`config.mk`:
```
export PLATFORM = sky130hd
export DESIGN_NAME = isrch_div
export DESIGN_NICKNAME = d
export VERILOG_FILES = /design/src/rtl/isrch_pkg.sv /design/src/rtl/isrch_div.sv
export SDC_FILE = /design/constraint.sdc
export NUM_CORES = 1
export LEC_CHECK = 0
export ABC_AREA = 1
export ABC_CLOCK_PERIOD_IN_PS = 2150
export BUFFER_PORTS_ARGS = -buffer_cell sky130_fd_sc_hd__buf_4
export CORE_MARGIN = 8
export CORE_UTILIZATION = 52
export DETAILED_ROUTE_END_ITERATION = 7
export HOLD_SLACK_MARGIN = 0.12
export MAX_ROUTING_LAYER = met4
export PLACE_DENSITY = 0.74
export SLEW_MARGIN = 0
export SYNTH_ARGS = -nofsm -noshare
export SYNTH_HDL_FRONTEND = slang
export SYNTH_SLANG_ARGS = --single-unit
```
`constraint.sdc`:
```
create_clock -name i_clk -period 2.15 [get_ports i_clk]
set_input_delay 0.1075 -clock i_clk [delete_from_list [all_inputs] [get_ports i_clk]]
set_output_delay 0.1075 -clock i_clk [all_outputs]
set_load 0.02 [all_outputs]
```
`src/rtl/isrch_pkg.sv`:
```
// ----------------------------------------------------------------------------
// Interpolation search package
// Field widths, operation codes and reset values shared by the block.
// ----------------------------------------------------------------------------
package isrch_pkg;

    localparam int KEY_W  = 32;   // table entry and key width
    localparam int IDX_W  = 10;   // entry index and result position width
    localparam int SIZE_W = 11;   // table size register width

    localparam logic [SIZE_W-1:0] SIZE_RESET = SIZE_W'(1);

    localparam logic OP_WRITE  = 1'b0;
    localparam logic OP_SEARCH = 1'b1;

endpackage

```
`src/rtl/isrch_div.sv`:
```
// ----------------------------------------------------------------------------
// Interpolation search divider
// Restoring unsigned divider, one quotient bit per cycle.
// ----------------------------------------------------------------------------
module isrch_div #(
    parameter int NW = 42
) (
    input  logic                         i_clk,
    input  logic                         i_rst_n,
    input  logic                         i_start,
    input  logic [NW-1:0]                i_num,
    input  logic [isrch_pkg::KEY_W-1:0]  i_den,
    output logic                         o_done,
    output logic [NW-1:0]                o_quo
);
    import isrch_pkg::*;

    localparam int CW = $clog2(NW + 1);

    logic [KEY_W:0]   r_rem;
    logic [NW-1:0]    r_quo;
    logic [KEY_W-1:0] r_den;
    logic [CW-1:0]    r_cnt;
    logic             r_busy;
    logic             r_done;
    logic [KEY_W:0]   shifted;
    logic             fits;

    assign shifted = {r_rem[KEY_W-1:0], r_quo[NW-1]};
    assign fits    = shifted >= {1'b0, r_den};

    always_ff @(posedge i_clk) begin
        if (!i_rst_n) begin
            r_busy <= 1'b0;
            r_done <= 1'b0;
            r_cnt  <= '0;
        end else begin
            r_done <= 1'b0;
            if (i_start) begin
                r_busy <= 1'b1;
                r_cnt  <= CW'(NW);
            end else if (r_busy) begin
                r_cnt <= r_cnt - CW'(1);
                if (r_cnt == CW'(1)) begin
                    r_busy <= 1'b0;
                    r_done <= 1'b1;
                end
            end
        end
        if (i_start) begin
            r_rem <= '0;
            r_quo <= i_num;
            r_den <= i_den;
        end else if (r_busy) begin
            r_rem <= fits ? shifted - {1'b0, r_den} : shifted;
            r_quo <= {r_quo[NW-2:0], fits};
        end
    end

    assign o_done = r_done;
    assign o_quo  = r_quo;
endmodule

```
; Word-level counts from Yosys, hierarchy flattened
; Index checks and enable logic that the tools add are counted.
[op_classes]
n_addsub = 2
magnitude_cmp = 1
n_eq_ne = 1
n_mux = 9
bitwise = 2
reduce_logical = 3
[op_table]
columns = cell, count
row1 = two-way mux 42 bit, 2
row2 = greater-or-equal comparator 33 x 32 -> 1 bit, 1
row3 = two-way mux 32 bit, 1
row4 = subtractor 32 bit, 1
row5 = two-way mux 6 bit, 2
row6 = equality test 6 x 1 -> 1 bit (second input constant), 1
row7 = subtractor 6 x 1 -> 6 bit (second input constant), 1
row8 = two-way mux 1 bit, 4
row9 = OR reduction 3 bit, 1
row10 = inverter 1 bit, 2
row11 = nonzero test 2 bit, 1
row12 = OR reduction 2 bit, 1
[word_totals]
regBits = 114
input_bits = 77
output_inout_bits = 43
elab_cells = 25

; Depth between registers and ports, before layout
[logic_depth]
word_depth = 4
depth_mapped = 17
ltp_nobuf = 16

; Worst setup path before layout
; OpenSTA, ideal clock, no wires.
[synth_timing]
path_type = input -> register
startpoint = in i_start
endpoint = reg r_quo[0], in the netlist o_quo[0] (enable)
setup_ns = 0.424
arrival_time_ns = 1.933
t_required_ns = 1.726
slack_ns = -0.206
path_stages = 4
n_path_buf = 2
cell_sequence = clkbuf_1 > nor2_1 > inv_1 > clkbuf_1
[synth_between]
elab_chain_len = 1
[synth_lines]
columns = element, line
row1 = from (decl), isrch_div.sv:10  ; input logic i_start,
row2 = nonzero test 2 bit (no source line), -
row3 = to (signal assigned), isrch_div.sv:52  ; r_quo <= i_num;
row4 = to (signal assigned), isrch_div.sv:56  ; r_quo <= {r_quo[NW-2:0], fits};
row5 = to (decl), isrch_div.sv:21  ; logic [NW-1:0] r_quo;
; No other way between the ends.
; A chain may end at the register's enable or synchronous reset.

; Worst setup path in the final report
[layout_timing]
startpoint = reg r_den[3]
endpoint = reg r_rem[13]
[layout_between]
elab_chain_len = 2
elab_cells_between_ends = 3
cone_classes = add/sub (1) / order compare (1) / mux (1)
[layout_lines]
columns = element, line
row1 = from (decl), isrch_div.sv:22  ; logic [KEY_W-1:0] r_den;
row2 = from (signal assigned), isrch_div.sv:53  ; r_den <= i_den;
row3 = subtractor 32 bit or greater-or-equal comparator 33 x 32 -> 1 bit (tied branches), "isrch_div.sv:55, isrch_div.sv:30"
row4 = two-way mux 32 bit (*), isrch_div.sv:55  ; r_rem <= fits ? shifted - {1'b0, r_den} : shifted;
row5 = to (signal assigned), isrch_div.sv:55
row6 = to (decl), isrch_div.sv:20  ; logic [KEY_W:0] r_rem;
; Every way passes the cells marked *; elsewhere a longest branch is shown, timed or not.

==> flow_metrics.env <==
export IMPL_clockBufferDepth=2
export IMPL_crit_cells=14
export IMPL_endpoint_kind="register"
export IMPL_clock_root_buffer="clkbuf_16"
export IMPL_drt_iter0_markers=709
export IMPL_p_int_uw=4840
export IMPL_netlist_area_leader_share_pct=30.2
export IMPL_synth_nets=1154
export IMPL_reg2reg_depth=14
export IMPL_ff2ff_setup_slack_ns=-0.06
export IMPL_cts_tree="done"
export IMPL_status="complete, but fails checks"
export IMPL_synthFlopType="edfxtp_1"
export IMPL_grt_pass1_vias=7690
export IMPL_grt_usage_pct=28.1
export IMPL_cts_buffers=17
export IMPL_initial_core_util_pct=53.1
export IMPL_port_buffers=119
export IMPL_setup_tns_ns=-0.340
export IMPL_finalSetupViolCount=13
export IMPL_fin_crit_sh_pct=103
export IMPL_synth_common_cells="nand2_1 (435), inv_1 (181), nand3_1 (76)"
export IMPL_final_cells=1516
export IMPL_r2r_start="r_den[3]$_DFFE_PP_"
export IMPL_pwr_share_clk_pct=42.6
export IMPL_synth_most_common_cell="nand2_1"
export IMPL_power_density_nw_per_um2=596
export IMPL_grt_first_pass_wirelength_microns=38900
export IMPL_core_area_sq_um=13900
export IMPL_p_sw_share_pct=28.1
export IMPL_hp_class="primary input to register"
export IMPL_slew_headroom_pct=25.6
export IMPL_syn2layout_area_growth_pct=53.3
export IMPL_fin_ws_ns=-0.0561
export IMPL_clk_insertion_delay_late_ns=0.43
export IMPL_cp_slowest_cell="edfxtp_1"
export IMPL_synth_seq_area_share_pct=41.0
export IMPL_placed_cell_area_sq_um=8810
export IMPL_critical_path_required_ns=2.47
export IMPL_crit_path_max_incr_delay_ns=0.36
export IMPL_clk_pin_slew_ns=0.06
export IMPL_failed_checks="negative setup slack"
export IMPL_path_cells="inv_2, ha_4, buf_4, nand2_2, nor3_2, nand3_2, nor2_4, nor2_8, buf_12, buf_12, nand2_8, nand2_1, nand3_1, nand2_1"
export IMPL_critical_path_top_delay_family="simple AND/OR/NAND/NOR gates"
export IMPL_crit_start="r_den[3]$_DFFE_PP_"
export IMPL_rows=43
export IMPL_skew_ns=0.0175
export IMPL_tightestPinTransition_ns=1.11
export IMPL_p_switching_uw=1890
export IMPL_cts_max_level=4
export IMPL_finalNetCount=1434
export IMPL_postRouteAntennaNets=0
export IMPL_vias_per_cell=5.22
export IMPL_synthCells=1042
export IMPL_cts_sinks=114
export IMPL_p_leak_uw=0.00572
export IMPL_ys_types=40
export IMPL_synth_edf_count=74
export IMPL_worstPathMaxFanout=8
export IMPL_drive_gt1_share_pct=29.4
export IMPL_synthesis_area_sq_um=7370
export IMPL_placed_cells=1376
export IMPL_die_h_microns=135
export IMPL_num_vias=7910
export IMPL_cp_data_arrival_time_ns=2.52
export IMPL_synth_avg_cell_area_sq_um=7.07
export IMPL_rsz0062_at_grt="true"
export IMPL_ir_worst_vdd_mv=0.570
export IMPL_p_comb_share_pct=18.9
export IMPL_fin_crit_ns=2.21
export IMPL_dp_hpwl_microns=15300
export IMPL_synth_top_cells_by_area="edfxtp_1 (30%), nand2_1 (22%), dfxtp_1 (11%), inv_1 (9.2%), ha_1 (5.8%)"
export IMPL_yosys_warnings=0
export IMPL_power_total_uw=6730
export IMPL_gp_congestion=0.951
export IMPL_startpoint_type="register"
export IMPL_drv_cap=0
export IMPL_crit_path_end="r_rem[13]$_SDFFE_PP0P_"
export IMPL_crit_buf_inv=4
export IMPL_path_class="register to register"
export IMPL_clock_fmax_ghz=0.453
export IMPL_die_area_sq_um=18200
export IMPL_ys_ff_latch=114
export IMPL_dp_slack_ns=-0.0751
export IMPL_antenna_found_initial=1
export IMPL_grt_overflow=0
export IMPL_wl_per_cell_microns=17.4
export IMPL_drv_slew=0
export IMPL_seq_power_share_pct=38.5
export IMPL_die_w_microns=135
export IMPL_finalHoldViolations=0
export IMPL_final_design_area_no_fill_sq_um=11300
export IMPL_nFillCells=890
export IMPL_timing_rr_end="r_rem[13]$_SDFFE_PP0P_"
export IMPL_yosysTopAreaCell="edfxtp_1"
export IMPL_ioPinCount=120
export IMPL_drt_pass1_iterations=6
export IMPL_remaining_drc_errors=0
export IMPL_synth_async_reset_ratio_pct=0
export IMPL_finalWirelength_microns=26300
export IMPL_grt_max_degree=64
-- worst min path at each step --
stage / start / to / slack, ns / cells past startpoint
floorplan: i_den[0] / r_den[0]$_DFFE_PP_ / 0.21 / 0
global placement: i_den[16] / r_den[16]$_DFFE_PP_ / 0.29 / 1
detailed placement: i_den[20] / r_den[20]$_DFFE_PP_ / 0.29 / 1
CTS: i_start / r_den[28]$_DFFE_PP_ / 0.17 / 2
global route: i_start / r_den[28]$_DFFE_PP_ / 0.20 / 2
finish: i_start / r_den[28]$_DFFE_PP_ / 0.17 / 2
-- routing by layer --
| metal | global-route usage, % | vias up | share of wire, % |
|---|---|---|---|
| li1 | - | 3800 | - |
| met2 | 46.4 | 358 | 49 |
| met5 | - | - | 0 |
| met1 | 33.2 | 3666 | 41 |
| met3 | 5.16 | 86 | 6.0 |
| met4 | 11.5 | 0 | 3.4 |
-- power by group through the flow --
stage	Sequential [uW]	Combinational, uW	Clock [uW]
floorplan	2710	390	0
global placement	2620	917	0
detailed placement	2620	928	0
CTS	2580	1090	2870
global route	2610	1360	2960
finish	2590	1270	2870
-- worst register-to-register path: stages (launching register included) --
cell,delay (ns)
edfxtp_1,0.36
inv_2,0.06
ha_4,0.26
buf_4,0.12
nand2_2,0.08
nor3_2,0.21
nand3_2,0.14
nor2_4,0.15
nor2_8,0.08
buf_12,0.16
buf_12,0.13
nand2_8,0.12
nand2_1,0.08
nand3_1,0.07
nand2_1,0.06
-- layout make-up --
class | count | area (sq um) | share of cell area, %
Antenna cell | 1 | 2.50 | 0.0221
Clock buffer | 18 | 439 | 3.89
Clock inverter | 14 | 154 | 1.36
Inverter | 188 | 706 | 6.24
Multi-Input combinational cell | 719 | 4260 | 37.7
Sequential cell | 114 | 3020 | 26.7
Tap cell | 180 | 225 | 1.99
Timing Repair Buffer | 282 | 2490 | 22.0
-- logic make-up (layout without fill, tap and decap cells) --
kind of cell	count (synthesis)	after routing	synth area share [%]
AND/OR/NAND/NOR	618	621	36.0
buffers and inverters	212	502	11.6
flip-flops	114	114	41.0
AO/OA/AOI/OAI	49	49	3.65
adder cells (fa/ha/maj)	35	35	6.04
XOR/XNOR	14	14	1.66
other	0	1	0
-- cell usage in the layout, fill, tap and decap left out, drive strengths merged --
master / instances
clkinv: 6
a221oi: 1
and2: 3
dfxtp: 40
o21ai: 16
nor4: 2
nand4: 9
o21a: 2
nand3: 81
clkinvlp: 5
xor2: 1
nand2: 451
ha: 34
nor2: 54
inv: 189
edfxtp: 74
nand3b: 14
fa: 1
buf: 206
a21oi: 24
bufbuf: 1
a31oi: 3
diode: 1
nor3b: 1
bufinv: 2
xnor2: 13
o21bai: 3
nor3: 6
dlygate4sd3: 75
clkbuf: 18
-- registers in the layout, summed over array words and instances (netlist names) --
signal	count
o_quo	42
r_cnt	6
r_rem	32
r_den	32
r_busy	1
o_done	1
-- stage by stage --
stage	hold WS, ns	utilization, %
2_1_floorplan	0.206	-
3_3_place_gp	0.285	63.5
3_5_place_dp	0.287	63.5
4_1_cts	0.169	76.7
5_1_grt	0.199	81.4
6_report	0.172	81.4
-- timing repair --
| action | CTS | global route |
|---|---|---|
| gates cloned | 6 | 0 |
| pin swaps | 7 | 51 |
| resized for setup | 44 | 123 |
| hold buffers | 75 | 0 |
| endpoints found under the hold margin | 82 | 0 |
| endpoints found under the setup margin | 24 | 33 |
| setup buffers | 7 | 20 |
Power figures use the tool's default switching activity.
